$ cat src/rtl/core/mrf_pkg.sv
// ----------------------------------------------------------------------------
// mrf_pkg: shared types and helpers for the Modbus RTU request framer
// Request kinds, function codes, CRC-16/Modbus byte update.
// ----------------------------------------------------------------------------
package mrf_pkg;

  typedef enum logic [1:0] {
    KIND_READ         = 2'd0,
    KIND_WRITE_SINGLE = 2'd1,
    KIND_WRITE_MULTI  = 2'd2,
    KIND_DATA         = 2'd3
  } kind_t;

  localparam logic [7:0]  FC_READ         = 8'h03;
  localparam logic [7:0]  FC_WRITE_SINGLE = 8'h06;
  localparam logic [7:0]  FC_WRITE_MULTI  = 8'h10;
  localparam logic [15:0] CRC_INIT        = 16'hFFFF;
  localparam logic [15:0] CRC_POLY        = 16'hA001;

  // byte position within one request's output, 0..8
  localparam int IDX_W = 4;

  typedef struct packed {
    kind_t       kind;
    logic [7:0]  slave_id;
    logic [15:0] start_address;
    logic [15:0] quantity;
    logic [15:0] value;
  } item_t;

  typedef struct packed {
    logic [7:0] frame_byte;
    logic       frame_end;
  } beat_t;

  // reflected CRC-16, one byte, LSB first
  function automatic logic [15:0] crc16_byte(input logic [15:0] crc, input logic [7:0] b);
    logic [15:0] c;
    c = crc ^ {8'h00, b};
    for (int i = 0; i < 8; i++) begin
      if (c[0]) begin
        c = (c >> 1) ^ CRC_POLY;
      end else begin
        c = c >> 1;
      end
    end
    return c;
  endfunction

endpackage

$ cat src/rtl/core/mrf_frame_seq.sv
// ----------------------------------------------------------------------------
// mrf_frame_seq: request register and byte sequencer
// Holds one request, emits its bytes one per cycle while out_room allows, keeps the running CRC
// and the count of data words still owed to an open write-multiple frame.
// ----------------------------------------------------------------------------
module mrf_frame_seq (
  input  logic           clk,
  input  logic           rst,
  input  logic           in_valid,
  output logic           in_ready,
  input  mrf_pkg::item_t in_item,
  input  logic           out_room,
  output logic           beat_valid,
  output mrf_pkg::beat_t beat
);
  import mrf_pkg::*;

  logic             busy;
  logic [IDX_W-1:0] idx;
  logic [15:0]      crc;
  logic [15:0]      words_remaining;
  kind_t            cur_kind;
  logic [7:0]       cur_slave;
  logic [15:0]      cur_addr;
  logic [15:0]      cur_word;
  logic             cur_close;

  logic [IDX_W-1:0] crc_start;
  logic [IDX_W-1:0] end_idx;
  logic [7:0]       fc;
  logic [7:0]       data_byte;
  logic [7:0]       out_byte;
  logic             is_crc;
  logic             is_crc_hi;
  logic             last;
  logic             advance;
  logic             accept;
  logic             stray;
  logic             load;
  logic             close_in;
  logic [15:0]      crc_in;
  logic [15:0]      crc_next;
  logic [15:0]      words_remaining_next;

  always_comb begin
    unique case (cur_kind)
      KIND_READ:         fc = FC_READ;
      KIND_WRITE_SINGLE: fc = FC_WRITE_SINGLE;
      default:           fc = FC_WRITE_MULTI;
    endcase

    unique case (cur_kind)
      KIND_DATA:        crc_start = IDX_W'(2);
      KIND_WRITE_MULTI: crc_start = IDX_W'(7);
      default:          crc_start = IDX_W'(6);
    endcase
    // frame without a CRC tail ends on the byte before crc_start
    end_idx = cur_close ? (crc_start + IDX_W'(1)) : (crc_start - IDX_W'(1));

    if (cur_kind == KIND_DATA) begin
      data_byte = idx[0] ? cur_word[7:0] : cur_word[15:8];
    end else begin
      case (idx)
        IDX_W'(0): data_byte = cur_slave;
        IDX_W'(1): data_byte = fc;
        IDX_W'(2): data_byte = cur_addr[15:8];
        IDX_W'(3): data_byte = cur_addr[7:0];
        IDX_W'(4): data_byte = cur_word[15:8];
        IDX_W'(5): data_byte = cur_word[7:0];
        default:   data_byte = {cur_word[6:0], 1'b0};  // byte count, wraps
      endcase
    end

    is_crc    = cur_close && (idx >= crc_start);
    is_crc_hi = is_crc && (idx != crc_start);
    out_byte  = is_crc ? (is_crc_hi ? crc[15:8] : crc[7:0]) : data_byte;

    // a header always starts from a fresh CRC, abandoning any open frame
    crc_in   = ((cur_kind != KIND_DATA) && (idx == '0)) ? CRC_INIT : crc;
    crc_next = crc;
    if (is_crc_hi) begin
      crc_next = CRC_INIT;
    end else if (!is_crc) begin
      crc_next = crc16_byte(crc_in, data_byte);
    end

    last     = (idx == end_idx);
    advance  = busy && out_room;
    in_ready = !busy || (advance && last);
    accept   = in_valid && in_ready;
    stray    = (in_item.kind == KIND_DATA) && (words_remaining == '0);
    load     = accept && !stray;

    unique case (in_item.kind)
      KIND_WRITE_MULTI: close_in = (in_item.quantity == '0);
      KIND_DATA:        close_in = (words_remaining == 16'd1);
      default:          close_in = 1'b1;
    endcase

    words_remaining_next = words_remaining;
    if (accept) begin
      if (in_item.kind == KIND_WRITE_MULTI) begin
        words_remaining_next = in_item.quantity;
      end else if (in_item.kind != KIND_DATA) begin
        words_remaining_next = '0;
      end else if (!stray) begin
        words_remaining_next = words_remaining - 16'd1;
      end
    end

    beat_valid      = busy;
    beat.frame_byte = out_byte;
    beat.frame_end  = is_crc_hi;
  end

  always_ff @(posedge clk) begin
    if (rst) begin
      busy            <= 1'b0;
      idx             <= '0;
      crc             <= CRC_INIT;
      words_remaining <= '0;
    end else begin
      words_remaining <= words_remaining_next;
      if (advance) begin
        crc <= crc_next;
      end
      if (load) begin
        busy <= 1'b1;
        idx  <= '0;
      end else if (advance && last) begin
        busy <= 1'b0;
      end else if (advance) begin
        idx <= idx + IDX_W'(1);
      end
    end
  end

  always_ff @(posedge clk) begin
    if (load) begin
      cur_kind  <= in_item.kind;
      cur_slave <= in_item.slave_id;
      cur_addr  <= in_item.start_address;
      cur_word  <= (in_item.kind == KIND_READ || in_item.kind == KIND_WRITE_MULTI) ?
                   in_item.quantity : in_item.value;
      cur_close <= close_in;
    end
  end

endmodule

$ cat src/rtl/core/modbus_rtu_request_framer_unit.sv
// ----------------------------------------------------------------------------
// modbus_rtu_request_framer_unit: Modbus RTU request framer
// Turns request headers and data words into a CRC-closed byte stream.
// ----------------------------------------------------------------------------
// Each request on the slave side becomes a run of bytes on the master side,
// one byte per cycle unless m_tready stalls the output: read and
// write-single requests give 8 bytes, a write-multiple header gives 7 (9
// when its quantity is zero), and each data word gives 2, plus the two CRC
// bytes (low first, tlast on the high one) after the last owed word. A data
// word with no open write-multiple frame is dropped; a new header abandons
// an open frame. The next request is taken in the cycle its predecessor's
// last byte enters the output register, so the stream runs without gaps
// while requests keep arriving, apart from dropped data words.
module modbus_rtu_request_framer_unit (
  input  logic        clk,
  input  logic        rst,
  input  logic        s_tvalid,
  output logic        s_tready,
  input  logic [55:0] s_tdata,   // slave_id[7:0], start_address[23:8],
                                 // quantity[39:24], value[55:40]
  input  logic [1:0]  s_tuser,   // kind[1:0]
  output logic        m_tvalid,
  input  logic        m_tready,
  output logic [7:0]  m_tdata,   // frame_byte[7:0]
  output logic        m_tlast
);
  import mrf_pkg::*;

  item_t item;
  beat_t beat;
  logic  beat_valid;
  logic  out_room;

  assign item.kind          = kind_t'(s_tuser);
  assign item.slave_id      = s_tdata[7:0];
  assign item.start_address = s_tdata[23:8];
  assign item.quantity      = s_tdata[39:24];
  assign item.value         = s_tdata[55:40];

  assign out_room = !m_tvalid || m_tready;

  mrf_frame_seq u_seq (
    .clk        (clk),
    .rst        (rst),
    .in_valid   (s_tvalid),
    .in_ready   (s_tready),
    .in_item    (item),
    .out_room   (out_room),
    .beat_valid (beat_valid),
    .beat       (beat)
  );

  always_ff @(posedge clk) begin
    if (rst) begin
      m_tvalid <= 1'b0;
    end else if (out_room) begin
      m_tvalid <= beat_valid;
    end
  end

  always_ff @(posedge clk) begin
    if (out_room) begin
      m_tdata <= beat.frame_byte;
      m_tlast <= beat.frame_end;
    end
  end

endmodule
$ cat config.mk
export PLATFORM = sky130hd
export DESIGN_NAME = modbus_rtu_request_framer_unit
export DESIGN_NICKNAME = d
export VERILOG_FILES = /design/src/rtl/core/mrf_pkg.sv /design/src/rtl/core/mrf_frame_seq.sv /design/src/rtl/core/modbus_rtu_request_framer_unit.sv
export SDC_FILE = /design/constraint.sdc
export NUM_CORES = 1
export LEC_CHECK = 0
export BUFFER_PORTS_ARGS = -buffer_cell sky130_fd_sc_hd__buf_2
export CAP_MARGIN = 10
export CELL_PAD_IN_SITES_DETAIL_PLACEMENT = 1
export CELL_PAD_IN_SITES_GLOBAL_PLACEMENT = 1
export CORE_MARGIN = 5
export CORE_UTILIZATION = 35
export DETAILED_ROUTE_END_ITERATION = 8
export PLACE_DENSITY_LB_ADDON = 0.1
export SETUP_SLACK_MARGIN = 0.1
export SLEW_MARGIN = 20
export SYNTH_ARGS = -nofsm -noshare
export SYNTH_HDL_FRONTEND = slang
export SYNTH_SLANG_ARGS = --single-unit
$ cat constraint.sdc
create_clock -name clk -period 5.2 [get_ports clk]
set_input_delay 0.26 -clock clk [delete_from_list [all_inputs] [get_ports clk]]
set_output_delay 0.26 -clock clk [all_outputs]
set_load 0.03 [all_outputs]
---- Word level (Yosys, flattened, before mapping) ----
Index checks and enable logic that the tools add are counted.
cells by class
  add/subtract/negate cells ............... 4
  $lt $le $gt $ge ......................... 1
  equality and inequality tests ........... 17
  muxes and demuxes ....................... 40
  bitwise gates (word level) .............. 10
  reduce and logical (&&, ||, !) cells .... 24
operators by type and width
  operator               count
  $mux 16                29
  $pmux 8 s6             1
  $logic_not 16->1       2
  $mux 8                 4
  $not 2->3              8
  $eq 16x1->1 const B    1
  $sub 16x1->16 const B  1
  $xor 16x8->16          1
  $pmux 5 s2             1
  $eq 2x2->1 const B     4
  $eq 4x2->1 const B     2
  $eq 4x3->1 const B     2
  $logic_and 1x1->1      8
  $ne 2x2->1 const B     3
  $pmux 3 s2             1
  $reduce_and 2->1       3
  $add 3x1->4 const B    1
  $add 4x1->4 const B    1
  $eq 4x1->1 const B     1
  $eq 4x4->1             1
  $ge 4x3->1             1
  $logic_not 2->1        2
  $logic_not 4->1        1
  $mux 4                 1
  11 further kinds       16
word-level totals
  register bits ........................... 90
  output and inout bits ................... 11
  logic and storage cells ................. 108

---- Longest topological paths before layout ----
Gate-level depths: netlist of the first run.
  depth in word-level cells ............... 37
  mapped depth ............................ 14

---- Hierarchy ----
A second synthesis of the first run with hierarchy kept.
unflattened totals
  cell total of the unflattened synthesis .. 505
  area total of the unflattened synthesis .. 4953.5 µm²
by module, submodules not included
  module                          instances  cells an instance  area an instance (µm²)  seq. area each (µm²)
  mrf_frame_seq                   1          492                4636.9                  2031.9
  modbus_rtu_request_framer_unit  1          13                 316.6                   290.3

---- Worst setup path after synthesis of the first run ----
Ideal clock, no wire load.
  path type ............................... register -> register
  start ................................... register u_seq.idx[0]
  end ..................................... register u_seq.words_remaining[14]
  setup time .............................. 0.128 ns
  arrival time ............................ 4.045 ns
  data required time ...................... 5.072 ns
  slack ................................... 1.027 ns
  stages on the path, launching flop included .. 13
  path buffers ............................ 2
  clock period less this slack ............ 4.173 ns
  cell sequence ........................... dfxtp_1 -> buf_2 -> inv_1 -> ha_1 -> inv_1 -> nand4_1 -> o21ai_0 -> nand3_1 -> inv_1 -> clkbuf_1 -> o211ai_1 -> o21ai_0 -> nor2_1
between the ends
  longest elaborated chain between the ends .. 5
RTL lines
  element                     RTL line                              text
  start: declaration          mrf_frame_seq.sv:19                   logic [IDX_W-1:0] idx;
  start signal: assignment    mrf_frame_seq.sv:133                  idx <= idx + IDX_W'(1);
  $eq 4x4->1                  mrf_frame_seq.sv:87                   last = (idx == end_idx);
  $logic_and 1x1->1           mrf_frame_seq.sv:89                   in_ready = !busy || (advance && last);
  $logic_or 1x1->1            mrf_frame_seq.sv:89
  net s_tready                modbus_rtu_request_framer_unit.sv:18  output logic s_tready,
  $logic_and 1x1->1           mrf_frame_seq.sv:90                   accept = in_valid && in_ready;
  $reduce_and 2->1 (no line)  --
  end signal: assignment      mrf_frame_seq.sv:123                  words_remaining <= words_remaining_next;
  end: declaration            mrf_frame_seq.sv:21                   logic [15:0] words_remaining;
The timed path passes the listed nets, and every way through them passes these cells.
A chain may end at the register's enable or synchronous reset.

---- Final worst setup path of the first run ----
  start ................................... register u_seq.idx[0]
  end ..................................... register u_seq.crc[0]
between the ends
  longest elaborated chain between the ends .. 29
  elaborated cells between the ends (all ways) .. 50
RTL lines
  element                                          RTL line                                  text
  $eq 4x3->1 (tied with other cells)               mrf_frame_seq.sv:63                       case (idx)
  $pmux 8 s6 or $logic_and 1x1->1 (tied branches)  mrf_frame_seq.sv:63, mrf_frame_seq.sv:79
  $mux 8 or $mux 16 (tied branches)                mrf_frame_seq.sv:60, mrf_frame_seq.sv:79
  $xor 16x8->16                                    mrf_pkg.sv:39                             c = crc ^ {8'h00, b};
  $mux 16 or $not 2->3 (tied branches)             --
  $mux 16 (on tied branches)                       mrf_frame_seq.sv:83, mrf_pkg.sv:41
  $mux 16 (on tied branches)                       mrf_frame_seq.sv:81, mrf_frame_seq.sv:83
  $mux 16 (tied with other cells)                  mrf_pkg.sv:41                             if (c[0]) begin
  [... 13 more ...]                                --
  $mux 16 (on tied branches)                       mrf_frame_seq.sv:81, mrf_frame_seq.sv:83
  $not 2->3 (no line) (tied with other cells)      --
  $mux 16 (on tied branches)                       mrf_pkg.sv:41, mrf_frame_seq.sv:83
  $mux 16 (on tied branches)                       mrf_frame_seq.sv:83, mrf_frame_seq.sv:81
  $mux 16 or $not 2->3 (tied branches)             --
  $mux 16                                          mrf_pkg.sv:41
  $mux 16                                          mrf_frame_seq.sv:83                       end else if (!is_crc) begin
  $mux 16                                          mrf_frame_seq.sv:81                       if (is_crc_hi) begin
  end signal: assignment                           mrf_frame_seq.sv:125                      crc <= crc_next;
  end: declaration                                 mrf_frame_seq.sv:20                       logic [15:0] crc;
Several ways; a longest one is shown, not always the timed one. The select of a mux whose other input is x is not followed.

==> results of run 1 <==
-- per-stage QoR --
stage	worst slack (ns)	power, mW	utilization, %	cells
after floorplan	1.03	1.37	-	490
after global placement	1.52	1.53	39.0	719
after detailed placement	1.35	1.54	39.0	719
after CTS	1.31	2.17	41.0	735
after global routing	1.02	2.26	41.0	735
final	1.32	2.14	41.0	735
-- cells in the mapped netlist, types with 2 or more instances --
master,instances
xor2_1,8
a31oi_1,3
mux2_2,20
nor2_1,61
xnor2_1,21
buf_1,3
nand2_1,37
nor3b_1,3
dfxtp_1,38
a211oi_1,3
buf_2,9
clkbuf_1,16
o21bai_1,6
o22ai_1,7
a21oi_1,46
nand3b_1,4
o21ai_0,18
nand4_1,4
o2111ai_1,2
and2_1,3
a21o_1,3
nor2b_1,6
ha_1,9
xnor3_1,2
a222oi_1,3
a211o_1,2
nor4_1,7
mux2i_1,12
and3_1,3
a22oi_1,16
nand2b_1,13
edfxtp_1,52
nand3_1,2
a21boi_0,2
o211ai_1,2
nor3_1,16
inv_1,9
-- worst max path at each step --
stage | from | to | cells past startpoint
2_1_floorplan | u_seq.idx[0]$_SDFFE_PP0P_ | u_seq.words_remaining[14]$_SDFFE_PP0P_ | 12
3_3_place_gp | u_seq.idx[0]$_SDFFE_PP0P_ | u_seq.crc[0]$_SDFFE_PP1P_ | 11
3_5_place_dp | u_seq.idx[0]$_SDFFE_PP0P_ | u_seq.crc[0]$_SDFFE_PP1P_ | 11
4_1_cts | u_seq.idx[0]$_SDFFE_PP0P_ | u_seq.crc[0]$_SDFFE_PP1P_ | 11
5_1_grt | u_seq.idx[0]$_SDFFE_PP0P_ | u_seq.crc[0]$_SDFFE_PP1P_ | 11
6_report | u_seq.idx[0]$_SDFFE_PP0P_ | u_seq.crc[0]$_SDFFE_PP1P_ | 11
-- cell type report --
cell class              instances  area share [%]
multi-input cells             362            42.2
flip-flops and latches         90            41.1
repair buffers                 78            7.18
clock buffers                   9            3.99
well taps                     180            3.99
clock inverters                 7           0.931
inverters                       9           0.598
-- state kept, by name, summed over array words and instances (netlist names) --
name and count:
m_tdata 8, m_tlast 1, m_tvalid 1, u_seq.beat_valid 1, u_seq.crc 16, u_seq.cur_addr 16, u_seq.cur_close 1, u_seq.cur_kind 2
u_seq.cur_slave 8, u_seq.cur_word 16, u_seq.idx 4, u_seq.words_remaining 16
-- routing by layer --
layer	wire (um)	part of all wire, %	track usage [%]	vias up
li1	-	-	-	1903
met1	6440	45	24.0	1957
met2	6850	48	29.3	86
met3	859	6.0	5.08	14
met4	251	1.7	4.93	0
met5	0	0	0	-
-- power by group through the flow --
stage	registers, mW	clock network, mW	logic, mW
after floorplan	0.939	0	0.433
after global placement	0.927	0	0.606
after detailed placement	0.929	0	0.612
after CTS	0.914	0.641	0.616
after global routing	0.924	0.671	0.670
final	0.914	0.618	0.612
-- logic make-up (layout without fill, tap and decap cells) --
group / Yosys count / in the layout / share of synthesized area [%]
mux: 32 / 32 / 7.10
simple gates: 164 / 164 / 15.9
buf+inv: 38 / 103 / 3.32
compound gates: 125 / 125 / 17.1
xor+xnor: 32 / 32 / 6.49
flops: 90 / 90 / 47.8
fa+ha+maj: 9 / 9 / 2.32
-- worst max-delay path, cell delays in order (launching register included) --
cell and delay [ns]:
dfxtp_1 0.70, inv_1 0.21, ha_1 0.49, nor2_1 0.32, a21o_1 0.24, nand2_1 0.07, a31oi_1 0.31, xnor3_1 0.53
xnor2_2 0.24, xnor3_1 0.37, xnor2_1 0.18, a21oi_1 0.08
==> results.md, run 1 <==
* Clk sinks at 90
* Gpl congestion at 0.826
* Avg Cell Area, Syn at 9.92 um2
* Hold slack at 0.0771 ns
* Synth top area share at 32.1%
* Min-delay src: s_tdata[5]
* Leakage power at 2.15 nW
* Fillers at 1634
* Final Cycle Share at 74.7%
* CTS Root Cell: clkbuf_16
* Seq. cell area at 2320 um2
* Layout cell share with drive strength beyond 1 at 22.3%
* Critical Path RT at 5.42 ns
* Register area share after synthesis at 47.8%
* Final nets at 621
* Worst EP arrival at 4.11 ns
* Post-CTS Setup Bufs at 0
* Syn nets at 561
* Commonest non-fill, non-tap cell in the layout: buf_2
* Cell count after synthesis at 490
* Largest cells by area after synthesis: edfxtp_1 32%, dfxtp_1 16%, a21oi_1 4.7%, nor2_1 4.7%, mux2_2 4.6%
* DR WL/cell at 19.6 um
* RSZ-0062 raised after global routing: false
* Largest area contributor in the netlist: edfxtp_1
* Post-DR vias/cell at 5.39
* Sequential share of power at 42.6%
* Placed Area at 5370 um2
* Synth cell types at 56
* Tot GR Track Use at 18.2%
* Most frequent cells in the layout: 72 x buf_2, 61 x nor2_1, 52 x edfxtp_1, 46 x a21oi_1, 38 x dfxtp_1
* First-pass GRT wire length at 23200 um
* Vias in the first global route at 4186
* Pins Over Slew Limit at 0
* Initial antenna violation count at 0
* Critical path type: register to register
* Die ar. at 16300 um2
* Max Clock Skew at 0.00805 ns
* ANT nets after route at 0
* CP max FO at 18
* R2R Path End: u_seq.crc[0]$_SDFFE_PP1P_
* Final wirelength at 14400 um
* Cell-internal power at 1.44 mW
* Ys async rst share at 0%
* PwrDens at 380 nW/um2
* I/O Buffers at 72
* Psw at 702 uW
* H-tree Lvls at 3
* Cell Rows at 43
* Post-synthesis cell area at 4860 um2
* Yosys warns at 0
* Net Sw Frac at 32.7%
* Initial DRC Count at 252
* Hold Path Sink: u_seq.cur_slave[5]$_DFFE_PP_
* Least-Margin Pin Slew at 0.775 ns
* Status: finished clean
* Clk pwr share at 28.8%
* Post-synth EDFFs at 52
* TritonCTS clock tree: yes
* Slew HR at 48.2%
* Highest Clock Rate at 257 MHz
* Cell area after layout at 5650 um2
* Final Hold Viols at 0
* Max Root-Sink Buffers at 2
* Routed vias at 3960
* Multi-input gate area at 2380 um2
* Crit end category: register
* Combinational power share at 28.6%
* Grt ovf at 0
* Final antenna diode count at 0
* Final setup viols at 0
* Max-cap violations at 0
* I/O pins at 73
* Worst-skew pair later-pin latency at 0.35 ns
* Final min period at 3.88 ns
* Chip width at 128 um
* CTS clk-pin slew, worst paths at 0.07 ns
* Num CTS Buffers at 9
* CTS resizes at 0
* Total negative slack at 0 ns
* FF+latch count, synth at 90
* Ys flop type: edfxtp_1
* Critical Path Start Type: register
* Hold Crit Class: input port to register
* Worst r2r path cells at 11
* CTS Hold Buffers Added at 0
* Worst r2r src: u_seq.idx[0]$_SDFFE_PP0P_
* Initial core utilization at 35.3%
* Pre-antenna DRT Iters at 4
* Die Ht at 128 um
* Synth-to-layout area growth at 16.2%
* Worst VDD drop at 0.172 mV
* Hpwl dp at 10600 um
* DR DRC count at 0
* Hold Crit Depth at 1
* Largest net degree at the start of global routing at 41
* FF-to-FF setup slack at 1.32 ns
* Core Region at 13800 um2
Note: power is estimated with default switching activity, not from simulation.
==> run 2, diff against run 1 <==
--- a/config.mk
+++ b/config.mk
@@ -5,6 +5,7 @@
 export SDC_FILE = /design/constraint.sdc
 export NUM_CORES = 1
 export LEC_CHECK = 0
+export ABC_AREA = 1
 export BUFFER_PORTS_ARGS = -buffer_cell sky130_fd_sc_hd__buf_2
 export CAP_MARGIN = 10
 export CELL_PAD_IN_SITES_DETAIL_PLACEMENT = 1
==> constraint.sdc (replaced) <==
create_clock -name clk -period 3.3 [get_ports clk]
set_input_delay 0.165 -clock clk [delete_from_list [all_inputs] [get_ports clk]]
set_output_delay 0.165 -clock clk [all_outputs]
set_load 0.03 [all_outputs]
==> run 2 against run 1 <==
  * Area after synthesis rose by 9.2%
  * Die area grew 8.4%
  * Clock skew decreased by 0.0013 ns
  * First-iteration DRC count decreased by 17%
  * Flip-flop and latch count stayed put
  * Via count grew 29%
  * Worst setup slack got worse by 1.0 ns
  * Register-to-register slack worse by 1.0 ns
==> results.md, run 2 <==
* Status: finished clean
* Max Root-Sink Buffers at 2 (unchanged)
* Tot GR Track Use at 19.7% (+1.6 points)
* Slowest stage delay, CP at 0.50 ns (-0.20 ns)
* Cell Rows at 45 (+4.7%)
* Yosys warns at 0 (unchanged)
* Num CTS Buffers at 9 (unchanged)
* PwrDens at 520 nW/um2 (+37%)
* Critical path's top delay family: simple AND/OR/NAND/NOR gates
* Multi-input gate area at 2470 um2 (+3.7%)
* Sequential share of power at 41.7% (-0.9 points)
* Routed vias at 5117 (+29%)
* ANT nets after route at 0 (unchanged)
* Die ar. at 17700 um2 (+8.4%)
* Max Clock Skew at 0.00675 ns (-0.00130 ns)
* DR WL/cell at 17.7 um (-9.5%)
* Final setup viols at 0 (unchanged)
* Pins Over Slew Limit at 0 (unchanged)
* Worst-skew pair later-pin latency at 0.36 ns (about the same)
* Cell-internal power at 2.15 mW (+49%)
* Seq. cell area at 2320 um2 (unchanged)
* CP dominant cell by count: nor2_1
* Combinational power share at 27.7% (-0.9 points)
* RSZ-0062 raised after global routing: false
* Final Cycle Share at 90.3% (+16 points)
* Synth-to-layout area growth at 20.2%
* Net Sw Frac at 35.2% (+2.5 points)
* Largest net degree at the start of global routing at 62 (+51%)
* Final nets at 844 (+36%)
* I/O Buffers at 72 (unchanged)
* Critical Path RT at 3.53 ns (-1.89 ns)
* Final antenna diode count at 0 (unchanged)
* Slew HR at 57.5% (+9.3 points)
* CTS clk-pin slew, worst paths at 0.07 ns (about the same)
* Syn nets at 751 (+34%)
* Crit path buf inv count at 4 (+3)
* Crit end category: register
* Initial antenna violation count at 0 (unchanged)
* Core Region at 15000 um2 (+9.1%)
* CP max FO at 20 (+2)
* Final Util at 42.4% (+1.4 points)
* Cell count after synthesis at 680 (+39%)
* Psw at 1.17 mW (+67%)
* Gpl congestion at 0.926 (+12%)
* Largest cells by area after synthesis: edfxtp_1 29%, dfxtp_1 14%, nand2_1 9.0%, inv_1 6.2%, o21ai_0 5.7%
* Post-synthesis cell area at 5310 um2 (+9.2%)
* Chip width at 133 um (+4.1%)
* Hpwl dp at 13100 um (+24%)
* FF+latch count, synth at 90 (unchanged)
* Fillers at 1852 (+13%)
* CTS Root Cell: clkbuf_16
* Vias in the first global route at 5451 (+30%)
* Leakage power at 2.96 nW (+38%)
* Clk pwr share at 30.7% (+1.9 points)
* DR DRC count at 0 (unchanged)
* Grt ovf at 0 (unchanged)
* Critical Path, Cell by Cell: nand2_1 > inv_2 > ha_1 > nand3_1 > nor2_1 > o21ai_2 > nor2_1 > inv_1 > nand2_2 > clkinv_1 > buf_12 > a21oi_1 > o21ai_0
* Pre-antenna DRT Iters at 4 (unchanged)
* Final wirelength at 17100 um (+19%)
* Highest Clock Rate at 336 MHz (+30%)
* Post-DR vias/cell at 5.30 (-1.7%)
* Most frequent cells in the layout: 127 x nand2_1, 87 x inv_1, 72 x buf_2, 60 x o21ai_0
* Final min period at 2.98 ns (-0.904 ns)
* Hold Crit Class: input port to register
* Placed cells at 926 (+29%)
* Commonest non-fill, non-tap cell in the layout: nand2_1
* Synth top area share at 29.4% (-2.7 points)
* Register area share after synthesis at 43.8% (-4.0 points)
* Largest area contributor in the netlist: edfxtp_1
* FF-to-FF setup slack at 0.32 ns (-1.00 ns)
* Synth top cells by count: 127 x nand2_1, 87 x inv_1, 60 x o21ai_0
* Hold slack at 0.0471 ns (-0.0300 ns)
* Critical Path Start Type: register
* Avg Cell Area, Syn at 7.80 um2 (-21%)
* Total negative slack at 0 ns (unchanged)
* Least-Margin Pin Slew at 0.637 ns (-0.139 ns)
* Final Hold Viols at 0 (unchanged)
* Initial core utilization at 35.3% (about the same)
* TritonCTS clock tree: yes
* Layout cell share with drive strength beyond 1 at 20.2% (-2.2 points)
* I/O pins at 73 (unchanged)
* Initial DRC Count at 209 (-17%)
* First-pass GRT wire length at 27900 um (+20%)
* Ys async rst share at 0% (unchanged)
* Critical path type: register to register
* Most instantiated library cell after synthesis: nand2_1
* Synth cell types at 48 (-14%)
* Worst VDD drop at 0.242 mV (+40%)
* H-tree Lvls at 3 (unchanged)
* Die Ht at 133 um (+4.1%)
* Ys flop type: edfxtp_1
* Post-synth EDFFs at 52 (unchanged)
* Slowest-stage cell, CP: edfxtp_1
* Finished Layout Cells at 966 (+31%)
* Clk sinks at 90 (unchanged)
* Max-cap violations at 0 (unchanged)
* Worst EP arrival at 3.22 ns (-0.89 ns)
* Power Total at 3.32 mW (+55%)
-- run 2: changes by cell type after synthesis, moves of 21 or more --
cell	change
inv_1	+78
nand3_1	+51
nand2_2	+24
nand2_1	+90
xnor2_1	-21
o21ai_0	+42
-- run 2: worst paths after layout --
| path | startpoint | to | depth (start not counted) |
|---|---|---|---|
| worst max-delay path | u_seq.cur_kind[0]$_DFFE_PP_ | u_seq.crc[10]$_SDFFE_PP1P_ | 13 |
| worst min-delay path | s_tuser[1] | u_seq.cur_kind[1]$_DFFE_PP_ | 1 |
| worst max register to register | u_seq.cur_kind[0]$_DFFE_PP_ | u_seq.crc[10]$_SDFFE_PP1P_ | 13 |
| worst min register to register | u_seq.crc[6]$_SDFFE_PP1P_ | u_seq.crc[6]$_SDFFE_PP1P_ | 2 |
-- run 2: power groups by stage --
stage	logic, mW	registers, mW	clock network [mW]
final	0.918	1.38	1.02
after CTS	0.922	1.38	1.04
after global placement	0.864	1.40	0
after detailed placement	0.896	1.41	0
after global routing	1.02	1.39	1.09
after floorplan	0.590	1.43	0
-- run 2: repair_timing --
action | in CTS | in global routing
setup endpoints to repair | 0 | 3
resized for setup | 0 | 3
hold buffers | 24 | 0
buffers inserted | 0 | 0
hold endpoints to repair | 24 | 0
-- run 2: through the flow --
stage	setup slack, ns	area [um2]
finish	0.319	6380
global route	0.113	6380
CTS	0.283	6370
detailed placement	0.303	5850
global placement	0.319	5850
floorplan	0.241	5310
-- run 2: final cells by class --
type	instances	area share (%)
clock buffer	9	3.53
clock inverter	7	0.922
inverter	97	5.75
multi-input combinational	469	38.7
sequential	90	36.4
tap	188	3.69
timing repair buffer	106	11.0
-- run 2: worst register-to-register path, stage by stage, from the launching register on --
cell	delay [ns]
edfxtp_1	0.50
nand2_1	0.15
inv_2	0.12
ha_1	0.30
nand3_1	0.12
nor2_1	0.20
o21ai_2	0.19
nor2_1	0.24
inv_1	0.10
nand2_2	0.15
clkinv_1	0.24
buf_12	0.23
a21oi_1	0.20
o21ai_0	0.12
-- run 2: kinds of logic after synthesis --
group / Yosys count / synth area share [%]
adders and majority gates: 9 / 2.12
DFF: 90 / 43.8
buffers and inverters: 121 / 9.81
AOI/OAI and AO/OA: 158 / 17.5
xor gates and xnor gates: 4 / 0.660
and+or+nand+nor: 298 / 26.2
-- run 2: metal layers --
layer	vias up	global-route usage [%]	routed length, um
li1	2490	-	-
met1	2491	25.3	7860
met2	102	33.5	8250
met3	34	2.57	518
met4	0	8.40	493
met5	-	0	0
==> run 3, diff against run 2 <==
--- a/config.mk
+++ b/config.mk
@@ -18,4 +18,5 @@
 export SLEW_MARGIN = 20
 export SYNTH_ARGS = -nofsm -noshare
 export SYNTH_HDL_FRONTEND = slang
+export SYNTH_HIERARCHICAL = 1
 export SYNTH_SLANG_ARGS = --single-unit
==> run 3 against run 2 <==
  * Worst setup slack better by 0.0085 ns
  * Global-route usage up 0.75 points
  * Highest routed layer unchanged
  * Register-to-register slack about the same
  * Critical path depth up 5
  * Routed wire length up 4.5%
  * Sequential share of layout area down 0.39 points
  * Area after synthesis down 0.68%
  * Critical path type unchanged
  * Synthesized cell count down 1.9%
  * Count of clock-buffer cells in the layout unchanged
  * Utilization up 1.6 points
  * Largest power group unchanged
  * Via count down 0.86%
==> results.md, run 3 <==
* Avg Cell Area, Syn at 7.90 um2 (+1.3%)
* DR WL/cell at 18.7 um (+5.7%)
* Largest net degree at the start of global routing at 44 (-29%)
* I/O pins at 73 (unchanged)
* Crit end category: register
* Adder-Cell Fraction of Synth Area at 2.14% (+0.015 points)
* CP max FO at 9 (-55%)
* Cell count after synthesis at 667 (-1.9%)
* ANT nets after route at 0 (unchanged)
* Compound-cell area share of the yosys netlist at 15.0% (-2.4 points)
* Most frequent cells in the layout: 149 x nand2_1, 72 x buf_2, 70 x inv_1, 58 x nand3_1, 52 x edfxtp_1
* Max Clock Skew at 0.00801 ns (+0.00125 ns)
* Num CTS Buffers at 9 (unchanged)
* DR DRC count at 0 (unchanged)
* FF-to-FF setup slack at 0.33 ns (about the same)
* Min-delay src: s_tuser[1]
* Post-synth EDFFs at 52 (unchanged)
* I/O Buffers at 72 (unchanged)
* H-tree Lvls at 3 (unchanged)
* FF+latch count, synth at 90 (unchanged)
* Layout cell share with drive strength beyond 1 at 20.8% (+0.57 points)
* Ys flop type: edfxtp_1
* Die ar. at 17600 um2 (-0.63%)
* First-pass GRT wire length at 28400 um (+1.7%)
* Critical Path Start Type: register
* Final setup viols at 0 (unchanged)
* Critical Path RT at 3.55 ns (+0.02 ns)
* Synth-to-layout area growth at 22.4%
* Worst r2r path cells at 18 (+5)
* Highest Clock Rate at 336 MHz (+0.28%)
* Synth top area share at 29.6% (+0.20 points)
* Max-cap violations at 0 (unchanged)
* Worst-skew pair later-pin latency at 0.36 ns (about the same)
* Least-Margin Pin Slew at 0.570 ns (-0.0665 ns)
* Synth cell types at 47 (-2.1%)
* Final nets at 837 (-0.83%)
* Status: finished clean
* Commonest non-fill, non-tap cell in the layout: nand2_1
* Grt ovf at 0 (unchanged)
* Die Ht at 133 um (-0.32%)
* Power Total at 3.38 mW (+1.7%)
* Hpwl dp at 13600 um (+4.1%)
* XOR/XNOR Fraction of Synth Area at 1.14% (+0.48 points)
* Clk sinks at 90 (unchanged)
* Chip width at 133 um (-0.32%)
* Final min period at 2.97 ns (-0.00847 ns)
* Slew HR at 62.0% (+4.5 points)
* Final Hold Viols at 0 (unchanged)
* Hold Crit Class: input port to register
* Worst EP arrival at 3.22 ns (about the same)
* Cell Rows at 44 (-2.2%)
* Post-synthesis cell area at 5270 um2 (-0.68%)
* Seq. cell area at 2320 um2 (unchanged)
* Synth top cells by count: 149 x nand2_1, 70 x inv_1, 58 x nand3_1
* Routed vias at 5073 (-0.86%)
* Final wirelength at 17900 um (+4.5%)
* TritonCTS clock tree: yes
* Worst VDD drop at 0.257 mV (+6.2%)
* Initial DRC Count at 231 (+11%)
* Fillers at 1807 (-2.4%)
* PwrDens at 523 nW/um2 (+0.65%)
* Ys async rst share at 0% (unchanged)
* Leakage power at 2.92 nW (-1.5%)
* CTS clk-pin slew, worst paths at 0.07 ns (about the same)
* Tot GR Track Use at 20.5% (+0.75 points)
* Multiplexer share of the synthesized area at 0% (unchanged)
* Initial antenna violation count at 0 (unchanged)
* Yosys warns at 6 (+6)
* Max Root-Sink Buffers at 2 (unchanged)
* Pins Over Slew Limit at 0 (unchanged)
* Hold Crit Depth at 1 (unchanged)
* Initial core utilization at 36.0% (+0.69 points)
* R2R Path End: u_seq/crc[15]$_SDFFE_PP1P_
* Post-Synth Simple-Gate Area at 29.5% (+3.3 points)
* Critical path type: register to register
* Worst r2r src: u_seq/idx[0]$_SDFFE_PP0P_
* Total negative slack at 0 ns (unchanged)
* Multi-input gate area at 2520 um2 (+2.2%)
* Vias in the first global route at 5443 (-0.15%)
* Largest cells by area after synthesis: edfxtp_1 30%, dfxtp_1 14%, nand2_1 11%, nand3_1 5.5%, inv_1 5.0%
* RSZ-0062 raised after global routing: false
* Final antenna diode count at 0 (unchanged)
* Core Region at 14600 um2 (-2.6%)
* Largest area contributor in the netlist: edfxtp_1
* Gpl congestion at 0.989 (+6.8%)
* CTS Root Cell: clkbuf_16
* Post-DR vias/cell at 5.31 (+0.28%)
* Hold Path Sink: u_seq/cur_kind[1]$_DFFE_PP_
* Most instantiated library cell after synthesis: nand2_1
* Final Cycle Share at 90.1% (-0.26 points)
* Syn nets at 738 (-1.7%)
* Register area share after synthesis at 44.1% (+0.30 points)
* Pre-antenna DRT Iters at 4 (unchanged)
* Largest family of logic cells by synthesized area: simple AND/OR/NAND/NOR gates
[run 3: cell count changes in the layout (fill, tap and decap cells not counted), sizes merged, moves of 3 or more]
cell	previous run	this run
a21oi	48	38
a221oi	1	6
buf	82	87
bufinv	0	3
inv	99	81
nand2	153	172
nand3	60	69
nand3b	0	3
nand4	11	14
nor2	61	51
nor3	5	11
o211ai	7	4
o21ai	72	57
[run 3: worst max-delay path by stage]
stage | to | cells after the start | startpoint
finish | u_seq/crc[15]$_SDFFE_PP1P_ | 18 | u_seq/idx[0]$_SDFFE_PP0P_
global route | u_seq/crc[0]$_SDFFE_PP1P_ | 20 | u_seq/idx[0]$_SDFFE_PP0P_
CTS | u_seq/crc[15]$_SDFFE_PP1P_ | 18 | u_seq/idx[0]$_SDFFE_PP0P_
detailed placement | u_seq/crc[15]$_SDFFE_PP1P_ | 18 | u_seq/idx[0]$_SDFFE_PP0P_
global placement | u_seq/crc[13]$_SDFFE_PP1P_ | 13 | u_seq/idx[0]$_SDFFE_PP0P_
floorplan | u_seq/words_remaining[8]$_SDFFE_PP0P_ | 14 | u_seq/idx[0]$_SDFFE_PP0P_
[run 3: cell families after synthesis]
logic type / count (synthesis)
compound gates: 133
fa+ha+maj: 9
buf+inv: 102
xor+xnor: 6
simple gates: 327
flops: 90
[run 3: per-layer routing]
| layer | up-vias | track usage, % | share of wire, % |
|---|---|---|---|
| li1 | 2489 | - | - |
| met1 | 2443 | 24.9 | 44 |
| met2 | 111 | 35.5 | 49 |
| met3 | 30 | 3.64 | 4.2 |
| met4 | 0 | 8.89 | 3.4 |
| met5 | - | 0 | 0 |
[run 3: what timing repair did]
item,CTS,global route
hold endpoints to repair,24,0
gates resized for setup,0,2
setup buffers,0,0
hold buffers,24,0
endpoints found under the setup margin,0,3
[run 3: critical path, stage by stage (launching register included)]
cell and delay (ns):
dfxtp_1 0.49, inv_1 0.15, ha_1 0.34, nand2_1 0.14, inv_2 0.07, nand2_1 0.06, nand2_1 0.06, nor2_1 0.10
nand4_1 0.18, nand2_1 0.15, nand2_1 0.11, nand2_1 0.12, nand2_1 0.07, nand2_2 0.09, nand3_2 0.11, nand3_2 0.12
nand3_1 0.15, a21oi_1 0.25, o21ai_1 0.08
[run 3: metrics by stage]
| stage | instance area (um2) | hold WS, ns | setup WS [ns] | util [%] | std cells |
|---|---|---|---|---|---|
| floorplan | 5270 | 0.227 | 0.357 | - | 667 |
| global placement | 5860 | 0.342 | 0.406 | 40.0 | 915 |
| detailed placement | 5860 | 0.344 | 0.314 | 40.0 | 915 |
| CTS | 6440 | 0.0491 | 0.280 | 44.0 | 955 |
| global route | 6450 | 0.0649 | 0.108 | 44.0 | 955 |
| finish | 6450 | 0.0646 | 0.328 | 44.0 | 955 |
[run 3: area by class of cell]
cell class	count	share of cell area (%)
Sequential cell	90	36.0
Inverter	79	4.64
Timing Repair Buffer	111	11.3
Clock buffer	9	3.49
Multi-Input combinational cell	475	39.2
Clock inverter	7	1.88
Tap cell	184	3.57
[run 3: report_power, final]
part,total (mW),internal (mW),switching (mW)
registers,1.37,1.30,0.0677
logic,0.797,0.272,0.525
clock network,1.21,0.747,0.462
total,3.38,2.32,1.05
